==> src/hdl/sra_pkg.sv <==
`timescale 1ns / 1ps
// ----------------------------------------------------------------------------
// sra_pkg: shared types and constants for the signed radix to ASCII converter
// Holds the radix limits, character codes, divider step size, the
// controller state type, the command/status bundles and the digit_char function.
// ----------------------------------------------------------------------------
package sra_pkg;

  localparam int VALUE_BITS_DEF = 32;
  localparam int RADIX_W        = 6;
  localparam int CHAR_W         = 8;

  // quotient bits retired per divider cycle
  localparam int STEP_BITS = 4;

  localparam logic [RADIX_W-1:0] RADIX_MIN   = 6'd2;
  localparam logic [RADIX_W-1:0] RADIX_MAX   = 6'd36;
  localparam logic [RADIX_W-1:0] RADIX_RESET = 6'd10;
  localparam logic [RADIX_W-1:0] DIGIT_LIMIT = 6'd10;

  localparam logic [CHAR_W-1:0] CHAR_ZERO  = 8'h30;
  localparam logic [CHAR_W-1:0] CHAR_A     = 8'h61;
  localparam logic [CHAR_W-1:0] CHAR_MINUS = 8'h2d;

  typedef enum logic [2:0] {
    ST_IDLE,
    ST_DIV,
    ST_SIGN,
    ST_SEND_SIGN,
    ST_READ,
    ST_SEND
  } sra_state_t;

  typedef struct packed {
    logic load;       // capture value, start first digit
    logic step;       // run one divider step
    logic out_sign;   // load '-' into the output register
    logic out_digit;  // load top stacked digit into the output register
    logic ptr_dec;    // pop the digit stack
  } sra_cmd_t;

  typedef struct packed {
    logic step_last;  // current divider cycle finishes a digit
    logic q_zero;     // quotient after this cycle is zero
    logic neg;        // value being converted is negative
    logic ptr_zero;   // stack pointer at the least significant digit
  } sra_sts_t;

  function automatic logic [CHAR_W-1:0] digit_char(input logic [RADIX_W-1:0] d);
    logic [CHAR_W-1:0] c;
    if (d < DIGIT_LIMIT) begin
      c = CHAR_ZERO + CHAR_W'(d);
    end else begin
      c = CHAR_A + CHAR_W'(d) - CHAR_W'(DIGIT_LIMIT);
    end
    return c;
  endfunction

endpackage

==> src/hdl/sra_ifs.sv <==
`timescale 1ns / 1ps
// ----------------------------------------------------------------------------
// sra_ifs: channel interfaces of the signed radix to ASCII converter
// Input value channel, output character channel and radix write channel.
// ----------------------------------------------------------------------------
interface sra_in_if #(
  parameter int VALUE_BITS = sra_pkg::VALUE_BITS_DEF
);
  logic                         valid;
  logic                         ready;
  logic signed [VALUE_BITS-1:0] value;

  modport source (output valid, output value, input ready);
  modport sink   (input valid, input value, output ready);
endinterface

interface sra_out_if;
  logic                        valid;
  logic                        ready;
  logic [sra_pkg::CHAR_W-1:0]  character;
  logic                        last;

  modport source (output valid, output character, output last, input ready);
  modport sink   (input valid, input character, input last, output ready);
endinterface

interface sra_cfg_if;
  logic                        valid;
  logic                        ready;
  logic [sra_pkg::RADIX_W-1:0] radix;

  modport source (output valid, output radix, input ready);
  modport sink   (input valid, input radix, output ready);
endinterface

==> src/hdl/signed_radix_to_ascii.sv <==
`timescale 1ns / 1ps
// ----------------------------------------------------------------------------
// signed_radix_to_ascii: signed integer to ASCII text in base 2..36
// Converts one signed value into characters, most significant first, with
// a leading '-' for negative values and a last flag on the final character.
// ----------------------------------------------------------------------------
//
//   channel   dir   payload                 handshake
//   in_if     in    value [VALUE_BITS]      valid/ready
//   out_if    out   character [8], last     valid/ready
//   cfg_if    in    radix [6]               valid/ready (ready always high)
//
// One value at a time. Each digit is one full pass of the radix divider over
// the quotient; the divider retires four quotient bits per cycle.
// Reset is synchronous on rst_n and restores the radix to 10; no clearing
// pass. A character stalled by out_if.ready low holds in the output register.
// ----------------------------------------------------------------------------
module signed_radix_to_ascii #(
  parameter int VALUE_BITS = sra_pkg::VALUE_BITS_DEF
) (
  input  logic     clk,
  input  logic     rst_n,
  sra_in_if.sink   in_if,
  sra_out_if.source out_if,
  sra_cfg_if.sink  cfg_if
);

  sra_pkg::sra_cmd_t cmd;
  sra_pkg::sra_sts_t sts;

  assign cfg_if.ready = 1'b1;

  sra_ctrl u_ctrl (
    .clk       (clk),
    .rst_n     (rst_n),
    .in_valid  (in_if.valid),
    .in_ready  (in_if.ready),
    .out_valid (out_if.valid),
    .out_ready (out_if.ready),
    .sts       (sts),
    .cmd       (cmd)
  );

  sra_dpath #(
    .VALUE_BITS (VALUE_BITS)
  ) u_dpath (
    .clk           (clk),
    .rst_n         (rst_n),
    .in_value      (in_if.value),
    .cfg_we        (cfg_if.valid),
    .cfg_radix     (cfg_if.radix),
    .cmd           (cmd),
    .sts           (sts),
    .out_character (out_if.character),
    .out_last      (out_if.last)
  );

endmodule

==> src/hdl/sra_ctrl.sv <==
`timescale 1ns / 1ps
// ----------------------------------------------------------------------------
// sra_ctrl: sequencer of the signed radix to ASCII converter
// Steps the datapath through division, sign output and digit output,
// and runs the input and output handshakes.
// ----------------------------------------------------------------------------
module sra_ctrl (
  input  logic              clk,
  input  logic              rst_n,
  input  logic              in_valid,
  output logic              in_ready,
  output logic              out_valid,
  input  logic              out_ready,
  input  sra_pkg::sra_sts_t sts,
  output sra_pkg::sra_cmd_t cmd
);

  sra_pkg::sra_state_t state_r;
  sra_pkg::sra_state_t state_nxt;

  always_ff @(posedge clk) begin
    if (!rst_n) begin
      state_r <= sra_pkg::ST_IDLE;
    end else begin
      state_r <= state_nxt;
    end
  end

  always_comb begin
    state_nxt = state_r;
    cmd       = '0;
    in_ready  = 1'b0;
    out_valid = 1'b0;
    unique case (state_r)
      sra_pkg::ST_IDLE: begin
        in_ready = 1'b1;
        if (in_valid) begin
          cmd.load  = 1'b1;
          state_nxt = sra_pkg::ST_DIV;
        end
      end
      sra_pkg::ST_DIV: begin
        cmd.step = 1'b1;
        if (sts.step_last && sts.q_zero) begin
          state_nxt = sts.neg ? sra_pkg::ST_SIGN : sra_pkg::ST_READ;
        end
      end
      sra_pkg::ST_SIGN: begin
        cmd.out_sign = 1'b1;
        state_nxt    = sra_pkg::ST_SEND_SIGN;
      end
      sra_pkg::ST_SEND_SIGN: begin
        out_valid = 1'b1;
        if (out_ready) begin
          state_nxt = sra_pkg::ST_READ;
        end
      end
      sra_pkg::ST_READ: begin
        cmd.out_digit = 1'b1;
        state_nxt     = sra_pkg::ST_SEND;
      end
      sra_pkg::ST_SEND: begin
        out_valid = 1'b1;
        if (out_ready) begin
          if (sts.ptr_zero) begin
            state_nxt = sra_pkg::ST_IDLE;
          end else begin
            cmd.ptr_dec = 1'b1;
            state_nxt   = sra_pkg::ST_READ;
          end
        end
      end
      default: begin
        state_nxt = sra_pkg::ST_IDLE;
      end
    endcase
  end

  // a new value is never taken while a character is offered
  a_no_overlap: assert property (@(posedge clk) disable iff (!rst_n)
    out_valid |-> !in_ready)
    else $error("input accepted while output busy");

  // the block only returns to idle after handing off a final character
  a_idle_after_send: assert property (@(posedge clk) disable iff (!rst_n)
    ($past(rst_n) && state_r == sra_pkg::ST_IDLE && $past(state_r) != sra_pkg::ST_IDLE)
      |-> $past(out_valid && out_ready && sts.ptr_zero))
    else $error("returned to idle without final transaction");

  // division ends only on a digit boundary
  a_div_exit: assert property (@(posedge clk) disable iff (!rst_n)
    (state_r == sra_pkg::ST_DIV && state_nxt != sra_pkg::ST_DIV) |-> sts.step_last)
    else $error("division left mid-digit");

endmodule

==> src/hdl/sra_dpath.sv <==
`timescale 1ns / 1ps
// ----------------------------------------------------------------------------
// sra_dpath: datapath of the signed radix to ASCII converter
// Radix register, magnitude/quotient register, multi-bit restoring divider,
// digit stack memory and the output character register.
// ----------------------------------------------------------------------------
module sra_dpath #(
  parameter int VALUE_BITS = sra_pkg::VALUE_BITS_DEF
) (
  input  logic                          clk,
  input  logic                          rst_n,
  input  logic signed [VALUE_BITS-1:0]  in_value,
  input  logic                          cfg_we,
  input  logic [sra_pkg::RADIX_W-1:0]   cfg_radix,
  input  sra_pkg::sra_cmd_t             cmd,
  output sra_pkg::sra_sts_t             sts,
  output logic [sra_pkg::CHAR_W-1:0]    out_character,
  output logic                          out_last
);

  localparam int SB     = sra_pkg::STEP_BITS;
  localparam int QW     = ((VALUE_BITS + SB - 1) / SB) * SB;
  localparam int NSTEPS = QW / SB;
  localparam int SW     = (NSTEPS > 1) ? $clog2(NSTEPS) : 1;
  localparam int PW     = $clog2(VALUE_BITS);
  localparam int RW     = sra_pkg::RADIX_W;

  logic [RW-1:0]          radix_r;
  logic [QW-1:0]          q_r;
  logic [RW-1:0]          rem_r;
  logic [SW-1:0]          step_cnt_r;
  logic [PW-1:0]          wr_ptr_r;
  logic                   neg_r;
  logic [sra_pkg::CHAR_W-1:0] char_r;
  logic                   last_r;
  logic [RW-1:0]          stack_mem [VALUE_BITS];

  logic [VALUE_BITS-1:0]  raw;
  logic [VALUE_BITS-1:0]  mag;
  logic [RW:0]            r_work;
  logic [QW-1:0]          q_work;
  logic                   step_last;

  // radix write, clamped to the legal range
  always_ff @(posedge clk) begin
    if (!rst_n) begin
      radix_r <= sra_pkg::RADIX_RESET;
    end else if (cfg_we) begin
      if (cfg_radix < sra_pkg::RADIX_MIN) begin
        radix_r <= sra_pkg::RADIX_MIN;
      end else if (cfg_radix > sra_pkg::RADIX_MAX) begin
        radix_r <= sra_pkg::RADIX_MAX;
      end else begin
        radix_r <= cfg_radix;
      end
    end
  end

  assign raw = VALUE_BITS'(unsigned'(in_value));
  assign mag = raw[VALUE_BITS-1] ? (~raw + 1'b1) : raw;

  // SB bits of restoring division by the radix
  always_comb begin
    r_work = {1'b0, rem_r};
    q_work = q_r;
    for (int i = 0; i < SB; i++) begin
      r_work = {r_work[RW-1:0], q_work[QW-1]};
      q_work = {q_work[QW-2:0], 1'b0};
      if (r_work >= {1'b0, radix_r}) begin
        r_work    = r_work - {1'b0, radix_r};
        q_work[0] = 1'b1;
      end
    end
  end

  assign step_last = (step_cnt_r == SW'(NSTEPS - 1));

  always_ff @(posedge clk) begin
    if (!rst_n) begin
      rem_r      <= '0;
      step_cnt_r <= '0;
      wr_ptr_r   <= '0;
    end else if (cmd.load) begin
      rem_r      <= '0;
      step_cnt_r <= '0;
      wr_ptr_r   <= '0;
    end else if (cmd.step) begin
      if (step_last) begin
        rem_r      <= '0;
        step_cnt_r <= '0;
        if (q_work != '0) begin
          wr_ptr_r <= wr_ptr_r + 1'b1;
        end
      end else begin
        rem_r      <= r_work[RW-1:0];
        step_cnt_r <= step_cnt_r + 1'b1;
      end
    end else if (cmd.ptr_dec) begin
      wr_ptr_r <= wr_ptr_r - 1'b1;
    end
  end

  always_ff @(posedge clk) begin
    if (cmd.load) begin
      q_r   <= QW'(mag);
      neg_r <= raw[VALUE_BITS-1];
    end else if (cmd.step) begin
      q_r <= q_work;
    end
  end

  // push each finished digit
  always_ff @(posedge clk) begin
    if (cmd.step && step_last) begin
      stack_mem[wr_ptr_r] <= r_work[RW-1:0];
    end
  end

  // load the minus sign or pop a digit into the output register, most significant digit first
  always_ff @(posedge clk) begin
    if (cmd.out_sign) begin
      char_r <= sra_pkg::CHAR_MINUS;
      last_r <= 1'b0;
    end else if (cmd.out_digit) begin
      char_r <= sra_pkg::digit_char(stack_mem[wr_ptr_r]);
      last_r <= (wr_ptr_r == '0);
    end
  end

  assign sts.step_last = step_last;
  assign sts.q_zero    = (q_work == '0);
  assign sts.neg       = neg_r;
  assign sts.ptr_zero  = (wr_ptr_r == '0);

  assign out_character = char_r;
  assign out_last      = last_r;

  a_radix_range: assert property (@(posedge clk) disable iff (!rst_n)
    (radix_r >= sra_pkg::RADIX_MIN) && (radix_r <= sra_pkg::RADIX_MAX))
    else $error("radix register out of range");

  // a value never produces more digits than the stack holds
  a_stack_room: assert property (@(posedge clk) disable iff (!rst_n)
    (cmd.step && step_last && q_work != '0) |-> (wr_ptr_r < PW'(VALUE_BITS - 1)))
    else $error("digit stack overflow");

endmodule
==> src/flat_wrapper.sv <==
// flat-port wrapper written by rule: the top's interface ports become plain ports
module signed_radix_to_ascii_flat 
#(
  parameter int VALUE_BITS = sra_pkg::VALUE_BITS_DEF
)
  (clk, rst_n, in_if_valid, in_if_value, in_if_ready, out_if_valid, out_if_character, out_if_last, out_if_ready, cfg_if_valid, cfg_if_radix, cfg_if_ready);
  sra_in_if #(.VALUE_BITS(VALUE_BITS)) in_if_i ();
  sra_out_if out_if_i ();
  sra_cfg_if cfg_if_i ();
  input  logic clk;
  input  logic rst_n;
  input wire logic [$bits(in_if_i.valid)-1:0] in_if_valid;
  input wire logic [$bits(in_if_i.value)-1:0] in_if_value;
  output wire logic [$bits(in_if_i.ready)-1:0] in_if_ready;
  output wire logic [$bits(out_if_i.valid)-1:0] out_if_valid;
  output wire logic [$bits(out_if_i.character)-1:0] out_if_character;
  output wire logic [$bits(out_if_i.last)-1:0] out_if_last;
  input wire logic [$bits(out_if_i.ready)-1:0] out_if_ready;
  input wire logic [$bits(cfg_if_i.valid)-1:0] cfg_if_valid;
  input wire logic [$bits(cfg_if_i.radix)-1:0] cfg_if_radix;
  output wire logic [$bits(cfg_if_i.ready)-1:0] cfg_if_ready;
  assign in_if_i.valid = in_if_valid;
  assign in_if_i.value = in_if_value;
  assign in_if_ready = in_if_i.ready;
  assign out_if_valid = out_if_i.valid;
  assign out_if_character = out_if_i.character;
  assign out_if_last = out_if_i.last;
  assign out_if_i.ready = out_if_ready;
  assign cfg_if_i.valid = cfg_if_valid;
  assign cfg_if_i.radix = cfg_if_radix;
  assign cfg_if_ready = cfg_if_i.ready;
  signed_radix_to_ascii #(.VALUE_BITS(VALUE_BITS)) u_core (.clk(clk), .rst_n(rst_n), .in_if(in_if_i), .out_if(out_if_i), .cfg_if(cfg_if_i));
endmodule
==> config.mk <==
export PLATFORM = sky130hd
export DESIGN_NAME = signed_radix_to_ascii_flat
export DESIGN_NICKNAME = d
export VERILOG_FILES = /design/src/hdl/sra_pkg.sv /design/src/hdl/sra_ifs.sv /design/src/hdl/signed_radix_to_ascii.sv /design/src/hdl/sra_ctrl.sv /design/src/hdl/sra_dpath.sv /design/src/flat_wrapper.sv
export SDC_FILE = /design/constraint.sdc
export NUM_CORES = 1
export LEC_CHECK = 0
export ABC_AREA = 1
export BUFFER_PORTS_ARGS = -buffer_cell sky130_fd_sc_hd__buf_2
export CAP_MARGIN = 20
export CORE_UTILIZATION = 60
export CTS_CLUSTER_SIZE = 28
export DETAILED_ROUTE_END_ITERATION = 8
export PLACE_DENSITY = 0.78
export SYNTH_ARGS = -nofsm -noshare
export SYNTH_HDL_FRONTEND = slang
export SYNTH_HIERARCHICAL = 1
export SYNTH_SLANG_ARGS = --single-unit
==> constraint.sdc <==
create_clock -name clk -period 7.1 [get_ports clk]
set_clock_uncertainty 0.1 [all_clocks]
set_input_delay 0 -clock clk [delete_from_list [all_inputs] [get_ports clk]]
set_output_delay 0 -clock clk [all_outputs]
set_load 0.005 [all_outputs]
# After elaboration in Yosys (flattened, before gate mapping)

Memory sizes are Yosys's and may differ from the RTL's. A register that Yosys moved wholly into a read port is not among the register bits.
Index checks and enable logic that the tools add are counted.

Input port bits: 43
Output and inout bits: 12
Register bits: 65
RAM bits: 192
Memories: 1
Logic and storage cells: 95

Memories:

| memory                   | depth | bits a word | rd ports | clocked after Yosys merged registers in | write ports | RTL line        | text |
|---|---|---|---|---|---|---|---|
| u_core.u_dpath.stack_mem | 32    | 6           | 1        | 1                                       | 1           | sra_dpath.sv:36 | `logic [RW-1:0] stack_mem [VALUE_BITS];` |

Add/sub/neg operators: 11
Magnitude comparators: 7
Reduce and logical (&&, ||, !) cells: 12
Bitwise gates (word level): 2
Multiplexer cells: 41
Equal/unequal tests: 12

Operator list:

| operator                                                                      | count |
|---|---|
| 32-bit 2-to-1 mux                                                             | 3 |
| 6-bit 2-to-1 mux                                                              | 7 |
| 32-bit by 1-bit adder with 32-bit output (second input constant)              | 1 |
| 32-bit zero test                                                              | 1 |
| 32-bit NOT                                                                    | 1 |
| 32-bit nonzero test                                                           | 1 |
| 5-bit 2-to-1 mux                                                              | 6 |
| 7-bit by 6-bit greater-or-equal comparator with 1-bit output                  | 4 |
| 6-bit subtractor                                                              | 4 |
| 3-bit 2-to-1 mux                                                              | 7 |
| 3-bit case mux with 6 select lines                                            | 1 |
| 1-bit 2-to-1 mux                                                              | 16 |
| 3-bit equality test (second input constant)                                   | 3 |
| 7-bit by 6-bit adder with 8-bit output (first input constant)                 | 1 |
| 8-bit 2-to-1 mux                                                              | 1 |
| 2-bit inequality test (second input constant)                                 | 4 |
| 8-bit by 4-bit subtractor with 8-bit output (second input constant)           | 1 |
| 6-bit by 6-bit adder with 7-bit output (first input constant)                 | 1 |
| 3-bit by 2-bit equality test with 1-bit output (second input constant)        | 2 |
| 6-bit > comparator (second input constant)                                    | 1 |
| 6-bit by 2-bit less-than comparator with 1-bit output (second input constant) | 1 |
| 6-bit by 4-bit less-than comparator with 1-bit output (second input constant) | 1 |
| 5-bit by 1-bit adder with 5-bit output (second input constant)                | 1 |
| 5-bit zero test                                                               | 1 |
| other kinds (11)                                                              | 15 |

# Longest topological paths before layout

Gate-level depths: netlist of the first run.

Depth after elaboration: 14
Mapped depth: 53
Gate-level depth less buffers: 53

# Modules after synthesis

Netlist of the first run, hierarchy kept.

Modules (own cells, without submodules):

| module                | area each (um^2) | times used | seq. area each (um^2) | cells each |
|---|---|---|---|---|
| sra_dpath             | 13000.0          | 1          | 7437.1                | 1272 |
| sra_ctrl              | 300.3            | 1          | 60.1                  | 49 |
| signed_radix_to_ascii | 11.3             | 1          | 0.0                   | 2 |

# Worst setup path before layout of the first run

OpenSTA, ideal clock, no wires.

Path type: flip-flop to flip-flop
From: reg u_core.u_dpath.radix_r[1]
To: mem u_core/u_dpath/stack_mem[0][3] in the netlist's numbering, data pin
Period minus slack after synthesis: 6.418 ns
Stages on the path, launching flop included: 42
Required time: 6.716 ns
Library setup time: 0.284 ns
Arrival: 6.034 ns
Setup slack: 0.682 ns
Buffers on the path: 0
Path through: dfxtp_1 > inv_1 > ha_1 > nand2_1 > nor2_1 > nand2_1 > nand3_4 > inv_1 > or2_2 > o21ai_0 > inv_1 > ha_1 > nand3_1 > nor2_1 > nor2_1 > nand2_1 > nand2_1 > nand3_4 > (+6 left out) > nand3_1 > inv_1 > nand2_2 > nor2_8 > nand2_1 > nand2_1 > inv_1 > ha_1 > a21oi_1 > o21ai_0 > a21oi_1 > o21bai_1 > nand2_1 > nand2_1 > inv_1 > nand3_4 > nand2_1 > and2_1

Cells in the longest elaborated chain, start to end: 8
Elaborated cells between the ends (all ways): 12
Those cells by class: add/sub (4); order compare (4); mux (4)

RTL lines:

| what                                                                                                    | RTL line                         | text |
|---|---|---|
| start: declaration                                                                                      | sra_dpath.sv:28                  | `logic [RW-1:0] radix_r;` |
| start signal: assignment                                                                                | sra_dpath.sv:47                  | `radix_r <= sra_pkg::RADIX_RESET;` |
| start signal: assignment                                                                                | sra_dpath.sv:50                  | `radix_r <= sra_pkg::RADIX_MIN;` |
| start signal: assignment                                                                                | sra_dpath.sv:52                  | `radix_r <= sra_pkg::RADIX_MAX;` |
| 6-bit subtractor / 7-bit by 6-bit greater-or-equal comparator with 1-bit output (equally long branches) | sra_dpath.sv:70, sra_dpath.sv:69 |  |
| 6-bit 2-to-1 mux                                                                                        | sra_dpath.sv:69                  | `if (r_work >= {1'b0, radix_r}) begin` |
| 6-bit subtractor / 7-bit by 6-bit greater-or-equal comparator with 1-bit output (equally long branches) | sra_dpath.sv:70, sra_dpath.sv:69 |  |
| 6-bit 2-to-1 mux                                                                                        | sra_dpath.sv:69                  |  |
| 7-bit by 6-bit greater-or-equal comparator with 1-bit output / 6-bit subtractor (equally long branches) | sra_dpath.sv:69, sra_dpath.sv:70 |  |
| 6-bit 2-to-1 mux                                                                                        | sra_dpath.sv:69                  |  |
| 6-bit subtractor / 7-bit by 6-bit greater-or-equal comparator with 1-bit output (equally long branches) | sra_dpath.sv:70, sra_dpath.sv:69 |  |
| 6-bit 2-to-1 mux *                                                                                      | sra_dpath.sv:69                  |  |
| named net u_core.u_dpath.r_work[3]                                                                      | sra_dpath.sv:40                  | `logic [RW:0] r_work;` |
| end: declaration                                                                                        | sra_dpath.sv:36                  |  |

The timed path passes the listed nets; every way through them passes the cells marked *.

# Worst setup path in the final report of the first run

From: reg u_core.u_dpath.radix_r[2]
To: mem u_core/u_dpath/stack_mem[10][1] in the netlist's numbering, data pin

The elaborated chain is that of the path after synthesis.

==> qor.csv, run 1 <==
stage;metric;value;unit
layout;area_delta_synth_final;15.0;%
critical_path;crit_path_max_incr_delay;400;ps
clocking;root_buffer;clkbuf_16;
critical_path;crit_path_max_fanout;32;
synth;synth_edf_count;225;
floorplanning;die_area;0.0228;sq mm
placed_design;io_buffer_count;53;
routing;highest_layer;met4;
timing;timing.fmax;151;MHz
routing;dr.first_iter.drc_count;808;
global_route;grt_max_degree;97;
critical_path;crit_path_start;u_core/u_dpath/radix_r[2];
layout;num-nets-final;1510;
critical_path;reg2reg_from;u_core/u_dpath/radix_r[2];
layout;fillerInstances;1541;
floorplanning;coreArea;0.0218;sq mm
synth;synth.distinct_cells;53;
routing;wl_met3;2150;um
placed_design;place_hpwl;19900;um
synth;synth_top_area_share;50.8;%
synth;synth_common_cells;225 x edfxtp_1, 188 x nand2_1, 172 x nor2_1, 102 x o21ai_0, 101 x inv_1;
synth;netlist_area;0.0133;sq mm
layout;diodes;0;
synth;ys_ff_latch;262;
clocking;clock_latency;530;ps
clocking;cts.sinks;262;
critical_path;crit_slowest_cell;ha_1;
critical_path;arrival;6760;ps
floorplanning;start_util;61.2;%
synth;synth_top_area_cell;edfxtp_1;
clocking;cts_tree;yes;
floorplanning;io_pins;55;
min_path;hold_start;rst_n;
timing;whs;240;ps
routing;vias;10269;
synth;syn_area_per_cell;10.1;sq um
run_status;status;completed;
synth;ys_top_cells_by_area;edfxtp_1 51%, dfxtp_1 5.6%, nand2_1 5.3%, nor2_1 4.9%, o21ai_0 3.8%;
layout;utilization;70.4;%
timing;finalHoldViolations;0;
critical_path;cp-end-kind;register;
synth;ys_seq_area_share;56.3;%
routing;antenna_left;0;
routing;wl;32400;um
clocking;clock_path_buffers;3;
synth;synth_nets;1405;
clocking;htreeDepth;1;
global_route;antenna_found_initial;0;
floorplanning;die_h;151;um
synth;syn_inst;1323;
min_path;whs_path_depth;4;
global_route;grt_pass1_wl;50500;um
routing;wl_met2;16300;um
synth;async_flop_share;0;%
timing;finalMaxSlewViolations;0;
routing;wl_met1;13100;um
floorplanning;die_w;151;um
critical_path;critPathLaunchType;register;
clocking;clk_pin_slew;60;ps
timing;slew-limit-headroom;34.2;%
critical_path;r2r_cells;45;
synth;yosys_warnings;6;
global_route;overflow;0;
critical_path;worstSetupPathType;register to register;
global_route;grt_pass1_vias;9873;
global_route;track_usage;28.7;%
synth;ys.flop_type;edfxtp_1;
timing;setup_viol;0;
layout;drive_gt1_share;11.9;%
run;max_cap_violations;0;
critical_path;crit_top_cell;nand2_1;
min_path;hp-class;input port to register;
floorplanning;fp-row-count;54;
timing;worst_pin_slew;985;ps
routing;viasPerCell;5.94;
clocking;cts_buffers;27;
routing;drt_first_pass_iters;5;
timing;period_needed;6600;ps
placed_design;globalplace.congestion;0.907;
critical_path;cp.required;7260;ps
synth;synth.most_common_cell;edfxtp_1;
timing;fin_crit_sh;93.0;%
routing;drc;0;
routing;post_drt_wl_per_cell;18.8;um
==> layer usage <==
metal | global-route usage, % | vias to the layer above
met5 | 0 | -
met4 | 9.00 | 0
met3 | 3.55 | 77
met2 | 51.1 | 470
met1 | 36.2 | 4846
li1 | - | 4876
==> registers in the layout, summed over array words and instances (netlist names), 3 cells and up, named ones only <==
name and count:
u_core/u_dpath/wr_ptr_r 5, u_core/u_dpath/radix_r 6, u_core/u_dpath/step_cnt_r 3, u_core/u_ctrl/state_r 3, u_core/u_dpath/rem_r 6, u_core/u_dpath/q_r 32, u_core/u_dpath/out_character 8, u_core/u_dpath/stack_mem 192
==> worst max-delay path, delay by kind of cell (launching register included) <==
kind | cells | cell delay (ps)
buffers and inverters | 10 | 940
AND/OR/NAND/NOR | 24 | 2540
adder cells (fa/ha/maj) | 4 | 1360
AO/OA/AOI/OAI | 7 | 1010
flip-flops | 1 | 330
==> stage by stage <==
step	std cells	setup TNS [ps]	setup WS [ps]	instance area [sq um]
after floorplan	1323	0	682	13300
after global placement	1619	0	279	13800
after detailed placement	1619	-1230	-41.0	13800
after CTS	1726	0	104	15200
after global routing	1728	-203	-13.4	15300
final	1728	0	497	15300
==> final timing paths <==
kind | to | slack (ps)
setup / recovery | u_core/u_dpath/stack_mem[10][1] | 500
hold / removal | u_core/u_ctrl/state_r[0] | 240
setup reg to reg | u_core/u_dpath/stack_mem[10][1] | 500
hold reg to reg | u_core/u_dpath/step_cnt_r[1] | 370
==> cells by family after synthesis <==
logic type / synth area share [%]
compound gates: 12.8
xor+xnor: 2.83
fa+ha+maj: 3.95
buf+inv: 5.28
flops: 56.3
other cells: 0.0282
simple gates: 18.8
==> layout by cell type, fill, tap and decap left out, drive strengths merged <==
cell type    Yosys  layout
nand3          106     106
nor2           178     178
a21boi           1       1
xor2            29      29
o211ai           9       9
or2              8       8
conb             1       1
and3b            1       1
a21oi           51      51
a31oi            2       2
inv            106     107
ha              34      34
clkinv           2      17
o21bai          49      49
nor3            10      10
and3             2       2
clkinvlp         0       1
fa               5       5
a211oi           2       2
bufinv           0       1
nand3b           3       3
xnor2           14      14
and2             5       5
nand2          204     204
o21ai          105     105
nand4           15      15
o221ai          41      41
edfxtp         225     225
clkbuf          24      31
o21a             8       8
a32oi            1       1
dfxtp           37      37
buf             34      76
nor4            11      11
dlygate4sd3      0      58
==> cell type report <==
| cell class | count | area, sq um | share of cell area [%] |
|---|---|---|---|
| flip-flops and latches | 262 | 7500 | 49.0 |
| multi-input cells | 895 | 5200 | 34.0 |
| repair buffers | 134 | 1050 | 6.83 |
| clock buffers | 31 | 691 | 4.51 |
| inverters | 108 | 408 | 2.66 |
| well taps | 280 | 350 | 2.29 |
| clock inverters | 18 | 111 | 0.727 |
==> what timing repair did <==
item | CTS | global route
hold endpoints to repair | 45 | 0
setup endpoints to repair | 32 | 212
gates resized for setup | 1 | 23
buffers inserted | 0 | 2
pin swaps | 0 | 2
hold buffers | 58 | 0
Power of run 1 is not shown: default switching activity piles up to over one toggle a cycle in this logic, so the estimate is an artifact.
==> run 2: changes to the inputs <==
==> constraint.sdc (replaced) <==
create_clock -name clk -period 7.55 [get_ports clk]
set_clock_uncertainty 0.1 [all_clocks]
set_input_delay 0 -clock clk [delete_from_list [all_inputs] [get_ports clk]]
set_output_delay 0 -clock clk [all_outputs]
set_load 0.02 [all_outputs]
==> qor.csv, run 2 (synthesis results as in run 1) <==
stage;metric;value;unit;change
critical_path;cp_num_buf_inv;10;;unchanged
clocking;clock_path_buffers;3;;unchanged
layout;diodes;0;;unchanged
global_route;grt_pass1_wl;50800;um;+0.71%
critical_path;worstSetupPathType;register to register;;
timing;finalHoldViolations;0;;unchanged
timing;setup_tns;0;ps;unchanged
routing;vias;10350;;+0.79%
global_route;track_usage;29.1;%;+0.41 points
layout;drive_gt1_share;12.5;%;+0.52 points
floorplanning;io_pins;55;;unchanged
global_route;antenna_found_initial;0;;unchanged
timing;setup_viol;0;;unchanged
layout;num-nets-final;1505;;-0.33%
timing;finalMaxSlewViolations;0;;unchanged
layout;final_common_cell;edfxtp_1;;
clocking;cts_tree;yes;;
critical_path;arrival;7340;ps;+580 ps
floorplanning;start_util;61.2;%;unchanged
min_path;whs_path_depth;3;;-1
layout;layout.area.seq;0.00750;sq mm;about the same
critical_path;cp.required;7930;ps;+670 ps
layout;largest_reg_flops;192;;unchanged
layout;final_cell_mix;225 x edfxtp_1, 187 x nand2_1, 172 x nor2_1, 99 x nand3_1, 99 x o21ai_0;;
timing;slew-limit-headroom;26.5;%;-7.8 points
routing;drc;0;;unchanged
placed_design;io_buffer_count;53;;unchanged
placed_design;globalplace.congestion;0.905;;-0.21%
clocking;cts_buffers;27;;unchanged
timing;period_needed;6970;ps;+362 ps
floorplanning;die_h;151;um;unchanged
routing;dr.first_iter.drc_count;922;;+14%
timing;fin_crit_sh;92.3;%;-0.75 points
run;max_cap_violations;0;;unchanged
timing;worst_pin_slew;1100;ps;+116 ps
critical_path;crit_slowest_cell;dlygate4sd3_1;;
critical_path;reg2reg_from;u_core/u_dpath/radix_r[4];;
critical_path;cp.depth;48;;+6.7%
floorplanning;fp-row-count;54;;unchanged
routing;drt_first_pass_iters;5;;unchanged
layout;top_register;u_core/u_dpath/stack_mem;;
floorplanning;die_w;151;um;unchanged
critical_path;cp-end-kind;register;;
timing;timing.fmax;144;MHz;-5.2%
min_path;hp-class;input port to register;;
critical_path;critPathLaunchType;register;;
routing;antenna_left;0;;unchanged
layout;area_delta_synth_final;16.2;%;
global_route;grt_pass1_vias;9860;;-0.13%
clocking;clock_latency;550;ps;+20 ps
critical_path;crit_path_max_fanout;8;;-75%
min_path;whs_endpoint;u_core/u_dpath/radix_r[3];;
critical_path;r2r_slack;580;ps;+90 ps
clocking;cts.sinks;262;;unchanged
placed_design;place_hpwl;19900;um;about the same
critical_path;path_delay_family;simple AND/OR/NAND/NOR gates;;
global_route;grt_max_degree;97;;unchanged
routing;post_drt_wl_per_cell;19.1;um;+2.0%
critical_path;crit_path_start;u_core/u_dpath/radix_r[4];;
floorplanning;coreArea;0.0218;sq mm;unchanged
clocking;htreeDepth;1;;unchanged
layout;multiInputGateArea;0.00517;sq mm;-0.60%
routing;viasPerCell;6.00;;+1.0%
critical_path;crit_top_cell;nand2_1;;
floorplanning;die_area;0.0228;sq mm;unchanged
layout;fillerInstances;1519;;-1.4%
run_status;status;completed;;
clocking;clk_pin_slew;60;ps;about the same
critical_path;rr_endpoint;u_core/u_ctrl/state_r[0];;
global_route;overflow;0;;unchanged
clocking;root_buffer;clkbuf_16;;
min_path;hold_start;cfg_if_valid;;
critical_path;r2r_cells;48;;+6.7%
routing;wl;33000;um;+1.8%
critical_path;crit_path_max_incr_delay;550;ps;+150 ps
run 2: cell count changes in the layout (fill, tap and decap cells not counted), moves of 2 or more:
cell,change
buf_6,-4
ha_4,-2
inv_2,+2
o21ai_2,-2
bufinv_16,+8
o21ai_0,+2
buf_8,+2
nand2_2,+2
clkinv_2,+3
inv_1,-2
buf_4,-2
clkinv_1,-8
run 2: tightest hold or removal path, stage by stage:
cell and delay (ps):
buf_2 140, o211ai_1 100, dlygate4sd3_1 550
run 2: through the flow:
stage          util, %  hold slack (ps)  std cells  instance area [sq um]  setup slack [ps]
2_1_floorplan        -            -23.8       1323                  13300              1130
3_3_place_gp      63.1              170       1610                  13700               408
3_5_place_dp      63.1              172       1610                  13700              96.0
4_1_cts           70.4              191       1717                  15300              43.1
5_1_grt           71.1              248       1724                  15500             -57.3
6_report          71.1              204       1724                  15500               585
run 2: worst max-delay path by stage:
stage                                 endpoint  slack [ps]
6_report              u_core/u_ctrl/state_r[0]         580
5_1_grt               u_core/u_ctrl/state_r[0]         -60
4_1_cts        u_core/u_dpath/stack_mem[11][2]          40
3_5_place_dp    u_core/u_dpath/stack_mem[6][2]         100
3_3_place_gp    u_core/u_dpath/stack_mem[5][2]         410
2_1_floorplan   u_core/u_dpath/stack_mem[0][3]        1130
run 2: routing by layer:
layer | GRT usage, % | up-vias | part of all wire, %
li1 | - | 4866 | -
met1 | 35.9 | 4891 | 39
met2 | 51.7 | 511 | 51
met3 | 4.52 | 82 | 7.5
met4 | 10.1 | 0 | 3.1
met5 | 0 | - | 0
run 2: timing repair:
action	in CTS	in global routing
endpoints found under the setup margin	0	196
hold endpoints to repair	45	0
buffers inserted	0	4
hold buffers	57	0
gates resized for setup	0	17
run 2: area by class of cell:
cell class / instances / area share [%]
Clock buffer: 30 / 4.44
Clock inverter: 20 / 2.19
Inverter: 108 / 2.64
Multi-Input combinational cell: 895 / 33.4
Sequential cell: 262 / 48.5
Tap cell: 280 / 2.26
Timing Repair Buffer: 129 / 6.55
Power of run 2 is left out for the same reason.
==> run 3: changes to the inputs <==
CORE_ASPECT_RATIO = 0.9   (was unset)
==> qor.csv, run 3 (synthesis results as in run 1) <==
stage;metric;value;unit;change
floorplanning;die_area;0.0228;sq mm;about the same
clocking;clock_latency;540;ps;about the same
routing;drc;0;;unchanged
critical_path;critPathLaunchType;register;;
clocking;clk_pin_slew;60;ps;about the same
critical_path;crit_top_cell;nand2_1;;
timing;setup_viol;0;;unchanged
layout;num-nets-final;1502;;-0.20%
critical_path;crit_slowest_cell;dlygate4sd3_1;;
layout;layout.area.seq;0.00750;sq mm;unchanged
layout;final_common_cell;edfxtp_1;;
layout;fillerInstances;1577;;+3.8%
timing;finalMaxSlewViolations;0;;unchanged
timing;fin_crit_sh;92.1;%;-0.13 points
routing;vias;10225;;-1.2%
floorplanning;start_util;61.4;%;+0.17 points
run;max_cap_violations;0;;unchanged
routing;dr.first_iter.drc_count;1011;;+9.7%
clocking;cts_tree;yes;;
critical_path;crit_path_max_incr_delay;540;ps;about the same
clocking;cts_buffers;27;;unchanged
critical_path;arrival;7340;ps;about the same
critical_path;reg2reg_from;u_core/u_dpath/radix_r[4];;
global_route;grt_max_degree;98;;+1.0%
floorplanning;coreArea;0.0217;sq mm;-0.28%
placed_design;io_buffer_count;53;;unchanged
timing;period_needed;6950;ps;-10.1 ps
layout;area_delta_synth_final;14.6;%;
routing;drt_first_pass_iters;5;;unchanged
clocking;root_buffer;clkbuf_16;;
timing;setup_tns;0;ps;unchanged
critical_path;cp.required;7940;ps;about the same
global_route;grt_pass1_wl;49600;um;-2.5%
global_route;overflow;0;;unchanged
clocking;cts.sinks;262;;unchanged
layout;multiInputGateArea;0.00515;sq mm;-0.34%
clocking;clock_path_buffers;3;;unchanged
critical_path;worstSetupPathType;register to register;;
layout;final_cell_mix;225 x edfxtp_1, 188 x nand2_1, 172 x nor2_1, 99 x nand3_1, 99 x o21ai_0;;
routing;viasPerCell;5.90;;-1.7%
floorplanning;fp-row-count;51;;-5.6%
clocking;htreeDepth;1;;unchanged
routing;antenna_left;0;;unchanged
floorplanning;die_w;159;um;+5.3%
global_route;grt_pass1_vias;9548;;-3.2%
min_path;hp-class;input port to register;;
timing;slew-limit-headroom;33.6;%;+7.1 points
layout;largest_reg_flops;192;;unchanged
routing;post_drt_wl_per_cell;18.3;um;-4.3%
routing;wl;31700;um;-3.8%
min_path;hold_start;cfg_if_valid;;
timing;timing.fmax;144;MHz;+0.15%
global_route;track_usage;27.6;%;-1.5 points
critical_path;crit_path_max_fanout;10;;+2
placed_design;place_hpwl;19500;um;-2.3%
timing;worst_pin_slew;997;ps;-105 ps
timing;finalHoldViolations;0;;unchanged
critical_path;cp-end-kind;register;;
critical_path;crit_path_start;u_core/u_dpath/radix_r[4];;
global_route;antenna_found_initial;0;;unchanged
layout;diodes;0;;unchanged
run_status;status;completed;;
timing;rsz0062_at_grt;no;;
floorplanning;io_pins;55;;unchanged
layout;drive_gt1_share;12.0;%;-0.46 points
layout;top_register;u_core/u_dpath/stack_mem;;
placed_design;globalplace.congestion;0.931;;+2.8%
floorplanning;die_h;143;um;-5.1%
[run 3: changes by cell type in the layout (fill, tap and decap cells not counted), sizes merged]
cell and change:
dlygate4sd3 -1, clkinv +5, inv +2, buf -2, clkbuf -1, clkinvlp +2
bufinv -8
[run 3: layout make-up]
| cell class | instances | area share [%] |
|---|---|---|
| clock buffers | 29 | 4.61 |
| repair buffers | 126 | 6.43 |
| clock inverters | 21 | 0.927 |
| inverters | 108 | 2.67 |
| flip-flops and latches | 262 | 49.2 |
| multi-input cells | 895 | 33.8 |
| well taps | 291 | 2.39 |
[run 3: path summary, 6_finish.rpt]
check | slack (ps) | cells past startpoint | to
min | 220 | 3 | u_core/u_dpath/radix_r[3]
min reg2reg | 370 | 2 | u_core/u_dpath/out_character[1]
max | 600 | 48 | u_core/u_ctrl/state_r[1]
max reg2reg | 600 | 48 | u_core/u_ctrl/state_r[1]
[run 3: stage by stage]
step                hold slack [ps]  utilization [%]  setup slack, ps  instance area (sq um)  std cells
global placement                158             63.4              425                  13700       1622
detailed placement              162             63.4             70.5                  13700       1622
floorplan                     -23.8                -             1130                  13300       1323
global route                    242             70.3             10.5                  15300       1732
CTS                             197             69.8             33.1                  15200       1728
finish                          221             70.3              595                  15300       1732
[run 3: worst max-delay path, delay by kind of cell (launching register included)]
family                   cells  cell delay (ps)
AO/OA/AOI/OAI                9             1240
adder cells (fa/ha/maj)      4             1380
buffers and inverters       10             1350
flip-flops                   1              330
AND/OR/NAND/NOR             25             2450
[run 3: timing repair]
item	in CTS	in global routing
hold buffers	56	0
hold endpoints to repair	45	0
setup endpoints to repair	0	195
setup buffers	0	2
resized for setup	0	14
[run 3: metal layers]
metal,GRT usage [%],wire (um),vias to the layer above
met5,0,0,-
met4,9.67,890,0
met3,3.58,2260,68
met2,47.7,15300,428
met1,36.2,13300,4867
li1,-,-,4862
Power of run 3 is left out for the same reason.
